File: src/assert_macros.svh
// Assertion macros used by the top-level RTL file. Each expects clk and rst_n in scope.
`ifndef ASSERT_MACROS_SVH
`define ASSERT_MACROS_SVH

`ifndef NO_ASSERTIONS

`define ASSERT_ALWAYS(label, cond, msg) \
    label: assert property (@(posedge clk) disable iff (!rst_n) (cond)) else $error(msg);

`define ASSERT_IMPLY(label, ante, cons, msg) \
    label: assert property (@(posedge clk) disable iff (!rst_n) (ante) |-> (cons)) \
        else $error(msg);

`define ASSERT_NEXT(label, ante, cons, msg) \
    label: assert property (@(posedge clk) disable iff (!rst_n) (ante) |=> (cons)) \
        else $error(msg);

`else

`define ASSERT_ALWAYS(label, cond, msg)
`define ASSERT_IMPLY(label, ante, cons, msg)
`define ASSERT_NEXT(label, ante, cons, msg)

`endif

`endif

File: src/tmaf_pkg.sv
package tmaf_pkg;

    localparam int SAMPLE_W   = 12;
    localparam int COUNT_W    = 11;
    localparam int SUM_W      = 22;
    localparam int REF_W      = 18;
    localparam int DCOUNT_W   = 10;
    localparam int DIVISOR_W  = 22;
    localparam int PROD_W     = 40;
    localparam int QUOT_W     = 18;
    localparam int CFG_IDX_W  = 2;
    localparam int CFG_DATA_W = 18;

    localparam logic [COUNT_W-1:0]  MAX_SAMPLES    = 11'd1024;
    localparam logic [COUNT_W-1:0]  MIN_COUNT      = 11'd3;
    localparam logic [COUNT_W-1:0]  TRIM_COUNT     = 11'd2;
    localparam logic [SAMPLE_W-1:0] FULL_SCALE     = 12'hFFF;
    localparam logic [COUNT_W-1:0]  COUNT_RESET    = 11'd10;
    localparam logic [REF_W-1:0]    REFERENCE_RESET = 18'd216269;

    localparam logic [CFG_IDX_W-1:0] CFG_SAMPLE_COUNT = 2'd0;
    localparam logic [CFG_IDX_W-1:0] CFG_REFERENCE    = 2'd1;

    typedef enum logic [2:0] {
        ST_IDLE,
        ST_MUL,
        ST_VSTART,
        ST_VWAIT,
        ST_RSTART,
        ST_RWAIT,
        ST_WRITE
    } state_t;

    typedef struct packed {
        logic short_count;
        logic burst_end;
    } accum_event_t;

    typedef struct packed {
        logic busy;
        logic done;
    } div_status_t;

endpackage

File: src/tmaf_accum.sv
module tmaf_accum (
    input  logic                             clk,
    input  logic                             rst_n,
    input  logic                             take,
    input  logic [tmaf_pkg::SAMPLE_W-1:0]    sample,
    input  logic [tmaf_pkg::COUNT_W-1:0]     sample_count,
    output tmaf_pkg::accum_event_t           ev,
    output logic [tmaf_pkg::SUM_W-1:0]       rem,
    output logic [tmaf_pkg::DCOUNT_W-1:0]    dcount
);

    logic [tmaf_pkg::COUNT_W-1:0]  index_reg, index_next;
    logic [tmaf_pkg::SUM_W-1:0]    sum_reg, sum_next;
    logic [tmaf_pkg::SAMPLE_W-1:0] max_reg, max_next;
    logic [tmaf_pkg::SAMPLE_W-1:0] min_reg, min_next;
    logic [tmaf_pkg::SUM_W-1:0]    rem_reg, rem_next;
    logic [tmaf_pkg::DCOUNT_W-1:0] dcount_reg, dcount_next;
    logic [tmaf_pkg::COUNT_W-1:0]  n_lim;
    logic [tmaf_pkg::SUM_W-1:0]    sum_add;
    logic [tmaf_pkg::SAMPLE_W-1:0] max_new;
    logic [tmaf_pkg::SAMPLE_W-1:0] min_new;

    assign n_lim = (sample_count > tmaf_pkg::MAX_SAMPLES) ? tmaf_pkg::MAX_SAMPLES : sample_count;

    assign ev.short_count = (sample_count < tmaf_pkg::MIN_COUNT);
    assign ev.burst_end   = !ev.short_count && (index_reg != '0) && (index_reg >= n_lim);

    assign sum_add = sum_reg + tmaf_pkg::SUM_W'(sample);
    assign max_new = (sample > max_reg) ? sample : max_reg;
    assign min_new = (sample < min_reg) ? sample : min_reg;

    always_comb
    begin
        index_next  = index_reg;
        sum_next    = sum_reg;
        max_next    = max_reg;
        min_next    = min_reg;
        rem_next    = rem_reg;
        dcount_next = dcount_reg;
        if (take)
        begin
            if (ev.short_count)
            begin
                index_next = '0;
                sum_next   = '0;
                max_next   = '0;
                min_next   = tmaf_pkg::FULL_SCALE;
            end
            else if (index_reg == '0)
            begin
                // Settling conversion: counted but not summed.
                index_next = tmaf_pkg::COUNT_W'(1);
            end
            else if (ev.burst_end)
            begin
                rem_next    = sum_add - tmaf_pkg::SUM_W'(max_new) - tmaf_pkg::SUM_W'(min_new);
                dcount_next = tmaf_pkg::DCOUNT_W'(index_reg - tmaf_pkg::TRIM_COUNT);
                index_next  = '0;
                sum_next    = '0;
                max_next    = '0;
                min_next    = tmaf_pkg::FULL_SCALE;
            end
            else
            begin
                index_next = index_reg + tmaf_pkg::COUNT_W'(1);
                sum_next   = sum_add;
                max_next   = max_new;
                min_next   = min_new;
            end
        end
    end

    always_ff @(posedge clk or negedge rst_n)
    begin
        if (!rst_n)
        begin
            index_reg <= '0;
            sum_reg   <= '0;
            max_reg   <= '0;
            min_reg   <= tmaf_pkg::FULL_SCALE;
        end
        else
        begin
            index_reg <= index_next;
            sum_reg   <= sum_next;
            max_reg   <= max_next;
            min_reg   <= min_next;
        end
    end

    always_ff @(posedge clk)
    begin
        rem_reg    <= rem_next;
        dcount_reg <= dcount_next;
    end

    assign rem    = rem_reg;
    assign dcount = dcount_reg;

endmodule

File: src/tmaf_div.sv
module tmaf_div (
    input  logic                              clk,
    input  logic                              rst_n,
    input  logic                              start,
    input  logic [tmaf_pkg::PROD_W-1:0]       dividend,
    input  logic [tmaf_pkg::DIVISOR_W-1:0]    divisor,
    output logic [tmaf_pkg::QUOT_W-1:0]       quotient,
    output tmaf_pkg::div_status_t             status
);

    localparam int CNT_W = $clog2(tmaf_pkg::QUOT_W + 1);

    logic [tmaf_pkg::DIVISOR_W-1:0] part_reg, part_next;
    logic [tmaf_pkg::QUOT_W-1:0]    quot_reg, quot_next;
    logic [tmaf_pkg::DIVISOR_W-1:0] divisor_reg, divisor_next;
    logic [CNT_W-1:0]               count_reg, count_next;
    logic                           busy_reg, busy_next;
    logic                           done_reg, done_next;
    logic [tmaf_pkg::DIVISOR_W:0]   trial;
    logic [tmaf_pkg::DIVISOR_W:0]   diff;
    logic                           fits;

    // One restoring shift-subtract step per cycle. The caller guarantees the
    // quotient fits in QUOT_W bits, so the top part starts below the divisor.
    assign trial = {part_reg, quot_reg[tmaf_pkg::QUOT_W-1]};
    assign diff  = trial - {1'b0, divisor_reg};
    assign fits  = (trial >= {1'b0, divisor_reg});

    always_comb
    begin
        part_next    = part_reg;
        quot_next    = quot_reg;
        divisor_next = divisor_reg;
        count_next   = count_reg;
        busy_next    = busy_reg;
        done_next    = 1'b0;
        if (start && !busy_reg)
        begin
            part_next    = dividend[tmaf_pkg::PROD_W-1:tmaf_pkg::QUOT_W];
            quot_next    = dividend[tmaf_pkg::QUOT_W-1:0];
            divisor_next = divisor;
            count_next   = CNT_W'(tmaf_pkg::QUOT_W);
            busy_next    = 1'b1;
        end
        else if (busy_reg)
        begin
            part_next  = fits ? diff[tmaf_pkg::DIVISOR_W-1:0] : trial[tmaf_pkg::DIVISOR_W-1:0];
            quot_next  = {quot_reg[tmaf_pkg::QUOT_W-2:0], fits};
            count_next = count_reg - CNT_W'(1);
            if (count_reg == CNT_W'(1))
            begin
                busy_next = 1'b0;
                done_next = 1'b1;
            end
        end
    end

    always_ff @(posedge clk or negedge rst_n)
    begin
        if (!rst_n)
        begin
            count_reg <= '0;
            busy_reg  <= 1'b0;
            done_reg  <= 1'b0;
        end
        else
        begin
            count_reg <= count_next;
            busy_reg  <= busy_next;
            done_reg  <= done_next;
        end
    end

    always_ff @(posedge clk)
    begin
        part_reg    <= part_next;
        quot_reg    <= quot_next;
        divisor_reg <= divisor_next;
    end

    assign quotient    = quot_reg;
    assign status.busy = busy_reg;
    assign status.done = done_reg;

endmodule

File: src/trimmed_mean_adc_filter_top.sv
// Channel   Direction  Handshake            Payload
// input     in         in_valid/in_ready    sample[11:0]
// output    out        out_valid/out_ready  voltage_q16[17:0], trimmed_mean_raw[11:0]
// config    in         cfg_valid/cfg_ready  cfg_index[1:0], cfg_data[17:0]
//
// While sample_count is three or more, a sample that does not close a burst leaves the
// input ready for the next sample. After the closing sample the input is held off through
// the multiply, two divider passes (start, 18 shift-subtract steps, done) and the write.
// With sample_count below three each sample yields a zero result through the write state,
// and the input pauses until that result is loaded into the output register.
// A result waiting in the output register holds back the next result, and the input
// stalls while that next result waits. Reset is asynchronous, active low, and restores
// the register defaults.
`include "assert_macros.svh"

module trimmed_mean_adc_filter_top (
    input  logic                                clk,
    input  logic                                rst_n,
    input  logic                                in_valid,
    output logic                                in_ready,
    input  logic [tmaf_pkg::SAMPLE_W-1:0]       sample,
    output logic                                out_valid,
    input  logic                                out_ready,
    output logic [tmaf_pkg::QUOT_W-1:0]         voltage_q16,
    output logic [tmaf_pkg::SAMPLE_W-1:0]       trimmed_mean_raw,
    input  logic                                cfg_valid,
    output logic                                cfg_ready,
    input  logic [tmaf_pkg::CFG_IDX_W-1:0]      cfg_index,
    input  logic [tmaf_pkg::CFG_DATA_W-1:0]     cfg_data
);

    tmaf_pkg::state_t state_reg, state_next;

    logic [tmaf_pkg::COUNT_W-1:0]   sample_count_reg;
    logic [tmaf_pkg::REF_W-1:0]     reference_q16_reg;
    logic [tmaf_pkg::PROD_W-1:0]    product_reg;
    logic [tmaf_pkg::QUOT_W-1:0]    volt_q_reg;
    logic [tmaf_pkg::SAMPLE_W-1:0]  raw_q_reg;
    logic                           out_valid_reg;
    logic [tmaf_pkg::QUOT_W-1:0]    voltage_q16_reg;
    logic [tmaf_pkg::SAMPLE_W-1:0]  trimmed_mean_raw_reg;

    logic                           take;
    tmaf_pkg::accum_event_t         ev;
    logic [tmaf_pkg::SUM_W-1:0]     rem;
    logic [tmaf_pkg::DCOUNT_W-1:0]  dcount;

    logic                           div_start;
    logic                           div_raw_sel;
    logic [tmaf_pkg::PROD_W-1:0]    div_dividend;
    logic [tmaf_pkg::DIVISOR_W-1:0] div_divisor;
    logic [tmaf_pkg::DIVISOR_W-1:0] dcount_fs;
    logic [tmaf_pkg::QUOT_W-1:0]    quotient;
    tmaf_pkg::div_status_t          div_st;

    logic                           mul_load;
    logic                           clear_q;
    logic                           load_volt;
    logic                           load_raw;
    logic                           out_load;
    logic                           slot_free;

    assign in_ready  = (state_reg == tmaf_pkg::ST_IDLE);
    assign take      = in_valid && in_ready;
    // Registers change only between items, never while one is being processed.
    assign cfg_ready = (state_reg == tmaf_pkg::ST_IDLE);
    assign slot_free = !out_valid_reg || out_ready;

    tmaf_accum u_accum (
        .clk          (clk),
        .rst_n        (rst_n),
        .take         (take),
        .sample       (sample),
        .sample_count (sample_count_reg),
        .ev           (ev),
        .rem          (rem),
        .dcount       (dcount)
    );

    // d * 4095 as a shift and subtract.
    assign dcount_fs = {dcount, tmaf_pkg::SAMPLE_W'(0)} - tmaf_pkg::DIVISOR_W'(dcount);

    assign div_dividend = div_raw_sel ? tmaf_pkg::PROD_W'(rem) : product_reg;
    assign div_divisor  = div_raw_sel ? tmaf_pkg::DIVISOR_W'(dcount) : dcount_fs;

    tmaf_div u_div (
        .clk      (clk),
        .rst_n    (rst_n),
        .start    (div_start),
        .dividend (div_dividend),
        .divisor  (div_divisor),
        .quotient (quotient),
        .status   (div_st)
    );

    always_comb
    begin
        state_next = state_reg;
        unique case (state_reg)
            tmaf_pkg::ST_IDLE:
            begin
                if (take)
                begin
                    priority if (ev.short_count)
                        state_next = tmaf_pkg::ST_WRITE;
                    else if (ev.burst_end)
                        state_next = tmaf_pkg::ST_MUL;
                    else
                        state_next = tmaf_pkg::ST_IDLE;
                end
            end
            tmaf_pkg::ST_MUL:    state_next = tmaf_pkg::ST_VSTART;
            tmaf_pkg::ST_VSTART: state_next = tmaf_pkg::ST_VWAIT;
            tmaf_pkg::ST_VWAIT:
            begin
                if (div_st.done)
                    state_next = tmaf_pkg::ST_RSTART;
            end
            tmaf_pkg::ST_RSTART: state_next = tmaf_pkg::ST_RWAIT;
            tmaf_pkg::ST_RWAIT:
            begin
                if (div_st.done)
                    state_next = tmaf_pkg::ST_WRITE;
            end
            tmaf_pkg::ST_WRITE:
            begin
                if (slot_free)
                    state_next = tmaf_pkg::ST_IDLE;
            end
            default: state_next = tmaf_pkg::ST_IDLE;
        endcase
    end

    always_comb
    begin
        mul_load    = 1'b0;
        div_start   = 1'b0;
        div_raw_sel = 1'b0;
        clear_q     = 1'b0;
        load_volt   = 1'b0;
        load_raw    = 1'b0;
        out_load    = 1'b0;
        unique case (state_reg)
            tmaf_pkg::ST_IDLE:   clear_q = take && ev.short_count;
            tmaf_pkg::ST_MUL:    mul_load = 1'b1;
            tmaf_pkg::ST_VSTART: div_start = 1'b1;
            tmaf_pkg::ST_VWAIT:  load_volt = div_st.done;
            tmaf_pkg::ST_RSTART:
            begin
                div_start   = 1'b1;
                div_raw_sel = 1'b1;
            end
            tmaf_pkg::ST_RWAIT:  load_raw = div_st.done;
            tmaf_pkg::ST_WRITE:  out_load = slot_free;
            default:             clear_q = 1'b0;
        endcase
    end

    always_ff @(posedge clk or negedge rst_n)
    begin
        if (!rst_n)
        begin
            state_reg         <= tmaf_pkg::ST_IDLE;
            sample_count_reg  <= tmaf_pkg::COUNT_RESET;
            reference_q16_reg <= tmaf_pkg::REFERENCE_RESET;
            out_valid_reg     <= 1'b0;
        end
        else
        begin
            state_reg <= state_next;
            if (cfg_valid && cfg_ready)
            begin
                if (cfg_index == tmaf_pkg::CFG_SAMPLE_COUNT)
                    sample_count_reg <= cfg_data[tmaf_pkg::COUNT_W-1:0];
                else if (cfg_index == tmaf_pkg::CFG_REFERENCE)
                    reference_q16_reg <= cfg_data[tmaf_pkg::REF_W-1:0];
            end
            if (out_load)
                out_valid_reg <= 1'b1;
            else if (out_ready)
                out_valid_reg <= 1'b0;
        end
    end

    always_ff @(posedge clk)
    begin
        if (mul_load)
            product_reg <= tmaf_pkg::PROD_W'(rem) * tmaf_pkg::PROD_W'(reference_q16_reg);
        if (clear_q)
        begin
            volt_q_reg <= '0;
            raw_q_reg  <= '0;
        end
        if (load_volt)
            volt_q_reg <= quotient;
        if (load_raw)
            raw_q_reg <= quotient[tmaf_pkg::SAMPLE_W-1:0];
        if (out_load)
        begin
            voltage_q16_reg      <= volt_q_reg;
            trimmed_mean_raw_reg <= raw_q_reg;
        end
    end

    assign out_valid        = out_valid_reg;
    assign voltage_q16      = voltage_q16_reg;
    assign trimmed_mean_raw = trimmed_mean_raw_reg;

    `ASSERT_IMPLY(a_ready_div_idle, in_ready, !div_st.busy, "input ready while divider busy")
    `ASSERT_NEXT(a_vdone_to_raw, (state_reg == tmaf_pkg::ST_VWAIT) && div_st.done, state_reg == tmaf_pkg::ST_RSTART, "voltage pass did not hand over to count pass")
    `ASSERT_IMPLY(a_raw_range, (state_reg == tmaf_pkg::ST_RWAIT) && div_st.done, quotient[tmaf_pkg::QUOT_W-1:tmaf_pkg::SAMPLE_W] == '0, "count quotient exceeds full scale")
    `ASSERT_IMPLY(a_volt_range, (state_reg == tmaf_pkg::ST_VWAIT) && div_st.done, quotient <= reference_q16_reg, "voltage quotient exceeds reference")

endmodule
File: config.mk
export PLATFORM = sky130hd
export DESIGN_NAME = trimmed_mean_adc_filter_top
export DESIGN_NICKNAME = d
export VERILOG_FILES = /design/src/tmaf_pkg.sv /design/src/tmaf_accum.sv /design/src/tmaf_div.sv /design/src/trimmed_mean_adc_filter_top.sv
export VERILOG_INCLUDE_DIRS = /design/src /design/src/src
export SDC_FILE = /design/constraint.sdc
export NUM_CORES = 2
export LEC_CHECK = 0
export BUFFER_PORTS_ARGS = -buffer_cell sky130_fd_sc_hd__buf_2
export CORE_ASPECT_RATIO = 1.2
export CORE_UTILIZATION = 33
export DETAILED_ROUTE_END_ITERATION = 8
export PLACE_DENSITY = 0.52
export SLEW_MARGIN = 5
export SYNTH_ARGS = -nofsm -noshare
export SYNTH_HDL_FRONTEND = slang
export SYNTH_SLANG_ARGS = --single-unit
File: constraint.sdc
create_clock -name clk -period 7.45 [get_ports clk]
set_clock_uncertainty 0.05 [all_clocks]
set_input_delay 0.745 -clock clk [delete_from_list [all_inputs] [get_ports clk]]
set_output_delay 0.745 -clock clk [all_outputs]
set_load 0.02 [all_outputs]
## Yosys cells after proc, flatten, opt, wreduce, memory -nomap -nowiden

Index checks and enable logic that the tools add are counted.

| operators by class | value |
|---|---|
| $add $sub $neg | 8 |
| muxes and demuxes | 50 |
| bitwise gates (word level) | 3 |
| eq/ne operators | 13 |
| order comparisons | 6 |
| multipliers | 1 |
| reductions and logical operators | 24 |

Operators with widths:

| kind | count |
|---|---|
| $mux W22 | 6 |
| $mux W12 | 10 |
| $mux W18 | 4 |
| $mux W11 | 4 |
| $sub A22 B12 Y22 | 2 |
| $mul A22 B18 Y40 | 1 |
| $mux W40 | 1 |
| $ge A23 B22 Y1 | 1 |
| $add A22 B12 Y22 | 1 |
| $sub A22 B10 Y22 | 1 |
| $sub A22 B22 Y22 | 1 |
| $pmux W3 S7 | 1 |
| $mux W1 | 16 |
| $mux W3 | 5 |
| $gt A12 B12 Y1 | 1 |
| $lt A12 B12 Y1 | 1 |
| $add A11 B1 Y11 const B | 1 |
| $ge A11 B11 Y1 | 1 |
| $gt A11 B11 Y1 const B | 1 |
| $logic_not A11 Y1 | 1 |
| $lt A11 B2 Y1 const B | 1 |
| $reduce_bool A11 Y1 | 1 |
| $mux W10 | 1 |
| $mux W5 | 2 |
| other kinds (20) | 40 |

| storage, ports and cells | value |
|---|---|
| bits of input ports | 37 |
| register bits | 291 |
| logic and storage cells | 127 |

## Longest topological paths before layout

| depth | value |
|---|---|
| depth after elaboration | 8 |
| mapped depth | 25 |
| depth with buffers taken out | 23 |

## By module

From an unflattened synthesis, not the netlist that was laid out.

| unflattened totals | value |
|---|---|
| cell total of the unflattened synthesis | 2982 |
| area total of the unflattened synthesis | 28642.5 um^2 |

Modules (own cells, without submodules):

| module | cells each | area an instance (um^2) | instances |
|---|---|---|---|
| trimmed_mean_adc_filter_top | 1913 | 18159.9 | 1 |
| tmaf_accum | 619 | 6207.2 | 1 |
| tmaf_div | 450 | 4275.4 | 1 |

## Worst setup path before layout

OpenSTA, ideal clock, no wires.

| path | value |
|---|---|
| path kind | reg2reg |
| start | register reference_q16_reg[3] in the netlist's numbering |
| end | register product_reg[39] in the netlist's numbering (data pin) |
| buffers on the path | 2 |
| arrival time | 5.888 ns |
| stages on the path, launching flop included | 24 |
| data required time | 7.140 ns |
| setup time | 0.260 ns |
| setup slack | 1.253 ns |
| path through | dfstp_2 -> clkbuf_1 -> nand2_1 -> fa_1 -> inv_1 -> fa_1 -> inv_1 -> fa_1 -> inv_1 -> fa_1 -> fa_1 -> inv_1 -> fa_1 -> inv_1 -> ha_1 -> clkbuf_1 -> nand4_1 -> or3_1 -> a31oi_1 -> o41a_1 -> nand4_1 -> nand4b_1 -> a21oi_1 -> xnor2_1 |

| on the way | value |
|---|---|
| cells in the longest elaborated chain, start to end | 1 |

Ends and longest elaborated chain:

| element | RTL line | text |
|---|---|---|
| start: declaration | trimmed_mean_adc_filter_top.sv:35 | `logic [tmaf_pkg::REF_W-1:0] reference_q16_reg;` |
| start signal: assignment | trimmed_mean_adc_filter_top.sv:165 | `reference_q16_reg <= tmaf_pkg::REFERENCE_RESET;` |
| start signal: assignment | trimmed_mean_adc_filter_top.sv:176 | `reference_q16_reg <= cfg_data[tmaf_pkg::REF_W-1:0];` |
| $mul A22 B18 Y40 | trimmed_mean_adc_filter_top.sv:188 | `product_reg <= tmaf_pkg::PROD_W'(rem) * tmaf_pkg::PROD_W'(reference_q16_reg);` |
| end signal: assignment | trimmed_mean_adc_filter_top.sv:188 |  |
| end: declaration | trimmed_mean_adc_filter_top.sv:36 | `logic [tmaf_pkg::PROD_W-1:0] product_reg;` |

No other way between the ends.
A chain may end at the register's enable or synchronous reset.

## Final worst setup path

| path | value |
|---|---|
| start | register u_accum.rem_reg, in the netlist u_accum.rem[14] |
| end | register product_reg[39] in the netlist's numbering (data pin) |

| on the way | value |
|---|---|
| cells in the longest elaborated chain, start to end | 1 |

Ends and longest elaborated chain:

| element | RTL line | text |
|---|---|---|
| start: declaration | tmaf_accum.sv:16 | `logic [tmaf_pkg::SUM_W-1:0] rem_reg, rem_next;` |
| start signal: assignment | tmaf_accum.sv:93 | `rem_reg <= rem_next;` |
| $mul A22 B18 Y40 | trimmed_mean_adc_filter_top.sv:188 |  |

No other way between the ends.

==> results.tsv <==
metric	value	unit
status	complete, no violations	
synth_edf_count	194	
ctsResizeCount	0	
placed_cells	3929	
htreeDepth	2	
grt_use_total	0.171	
synth.area.top_cells	fa_1 (24%), edfxtp_1 (21%), ha_1 (9.0%)	
clk_latency	0.58	ns
critPathTopFamily	adder cells	
timing.rr.end	product_reg[39]	
hp-class	input port to async pin	
synth-xor-area-share	0.0338	
netlist_area	28200	um^2
die_w	269	um
worstPathArrival	7.08	ns
ios	70	
rsz0062_at_grt	no	
cp-startpoint	u_accum.rem[14]	
synth-simple-area-share	0.143	
synth_nets	3408	
r2r-start	u_accum.rem[14]	
synth_top_family_by_area	adder cells	
fin_crit_sh	0.916	
nFillCells	8545	
grt-ovfl-total	0	
required	7.71	ns
synthTopCellsByCount	inv_1 (476), nand2_1 (379), fa_1 (334), ha_1 (202), edfxtp_1 (194)	
slowest_delay	1.02	ns
yosysMostFrequentCell	inv_1	
async_flop_share	0.333	
cts-root-buf	clkbuf_16	
slew_violations	0	
synthAdderAreaFrac	0.327	
viasPerCell	4.80	
synthDominantCellAreaShare	0.237	
synthToLayoutAreaGrowth	9.77	%
grt_pass1_wl	115	mm
clockBufferDepth	3	
numClockSinks	291	
fin_nets	3410	
critPathSlowestCell	edfxtp_1	
initial_core_util	0.333	
die_y	322	um
firstDrtPassIters	5	
grt_max_degree	64	
fin_tns_setup	0	ns
avgRoutedWirePerCell	17.8	um
synth_compound_area_frac	0.0936	
ff2ff_path_depth	21	
core_area	84800	um^2
drv_cap	0	
slew_headroom	0.296	
cts_setup_buffers	0	
synthesis.instances	2835	
drcViolationCount	0	
largest_reg_flops	40	
tritoncts.num_buffers	36	
ys_ff_latch	291	
port_buffers	69	
fp.dieArea	86700	um^2
start_kind	flop	
synth_cell_type_count	88	
gp_congestion	0.832	
path_buf_inv	5	
synth-seq-area-share	0.294	
synthMuxAreaShare	0.0266	
via_count	19200	
cp.depth	21	
drtIter0Drc	904	
fp-row-count	117	
period_needed	6.82	ns
cts_tree	done	
r2r_slack	0.63	ns
synth_top_area_cell	fa_1	
syn_area_per_cell	9.95	um^2
crit_chain	nand2_1, fa_1, inv_1, fa_1, inv_1, fa_1, inv_1, fa_1, fa_1, inv_1, fa_1, inv_1, ha_1, nand4_1, or3_1, a31oi_1, o41a_1, nand4_1, nand4b_1, a21oi_1, xnor2_1	
ant_nets	0	
cts_hold_buf	0	
drive_gt1_frac	0.0908	
fmax	0.147	GHz
ys.flop_type	edfxtp_1	
stdcell_count	3996	
dpl.hpwl	55.0	mm
worst-setup-path-type	flop to flop	
finalHoldViolations	0	
routed_wl	71.2	mm
grt_pass1_vias	20400	
yosysWarnings	0	
critPathMaxFanout	19	
path_clk_slew	0.06	ns
setup_violations	0	
antenna_found_initial	0	
path_common_cell	fa_1	
endpoint	product_reg[39]	
critPathCaptureType	flop	
tightest_slew	1.06	ns
## layout by cell type (no fill, tap or decap), types with 32 or more instances in the layout
| cell type | Yosys | routed |
|---|---|---|
| a21oi_1 | 97 | 96 |
| buf_4 | 1 | 32 |
| inv_1 | 476 | 475 |
| nor2_1 | 93 | 91 |
| dfrtp_1 | 73 | 73 |
| xnor2_1 | 74 | 74 |
| clkbuf_16 | 0 | 37 |
| buf_2 | 12 | 68 |
| ha_1 | 202 | 202 |
| a31oi_1 | 39 | 39 |
| nand2_1 | 379 | 379 |
| mux2i_1 | 40 | 40 |
| and2_1 | 188 | 188 |
| edfxtp_1 | 194 | 194 |
| o21ai_0 | 77 | 77 |
| fa_1 | 334 | 334 |
## worst min-delay path by stage
stage / from / endpoint / slack, ns / cells after the start
after global placement: raw_q_reg[2] / trimmed_mean_raw[2] / 0.35 / 0
final: rst_n / reference_q16_reg[15] / 0.12 / 1
after floorplan: raw_q_reg[0] / trimmed_mean_raw[0] / 0.35 / 0
after global routing: rst_n / reference_q16_reg[15] / 0.14 / 1
after detailed placement: volt_q_reg[8] / voltage_q16[8] / 0.36 / 0
after CTS: rst_n / reference_q16_reg[15] / 0.12 / 1
## stage by stage
step           instance area (um^2)  worst slack (ns)   util  hold slack (ns)
2_1_floorplan                 28200              1.25      -            0.350
3_3_place_gp                  29700             0.614  0.350            0.353
3_5_place_dp                  29700             0.585  0.350            0.356
4_1_cts                       31000             0.584  0.365            0.116
5_1_grt                       31000             0.314  0.365            0.139
6_report                      31000             0.628  0.365            0.116
## final cells by class
class | count | area, um^2 | area share
Tap cell | 1130 | 1410 | 0.0457
Inverter | 476 | 1790 | 0.0577
Clock buffer | 39 | 933 | 0.0301
Antenna cell | 1 | 2.50 | 0.0000808
Multi-Input combinational cell | 1932 | 17600 | 0.569
Sequential cell | 291 | 8280 | 0.268
Clock inverter | 27 | 334 | 0.0108
Timing Repair Buffer | 100 | 581 | 0.0188
## routing by layer
layer | track usage | vias to the layer above | wire length, um
li1 | - | 9179 | -
met1 | 0.218 | 9613 | 31400
met2 | 0.299 | 307 | 35300
met3 | 0.0221 | 96 | 2720
met4 | 0.0485 | 0 | 1760
met5 | 0 | - | 0
## logic make-up after synthesis
family,Yosys count
xor gates and xnor gates,107
muxes,71
DFF,291
adders and majority gates,536
buffers and inverters,612
AOI/OAI and AO/OA,389
and+or+nand+nor,829
Power is left out: the tool's default activity adds up to more than one toggle a clock period on the data nets, which glitch-free logic cannot reach.
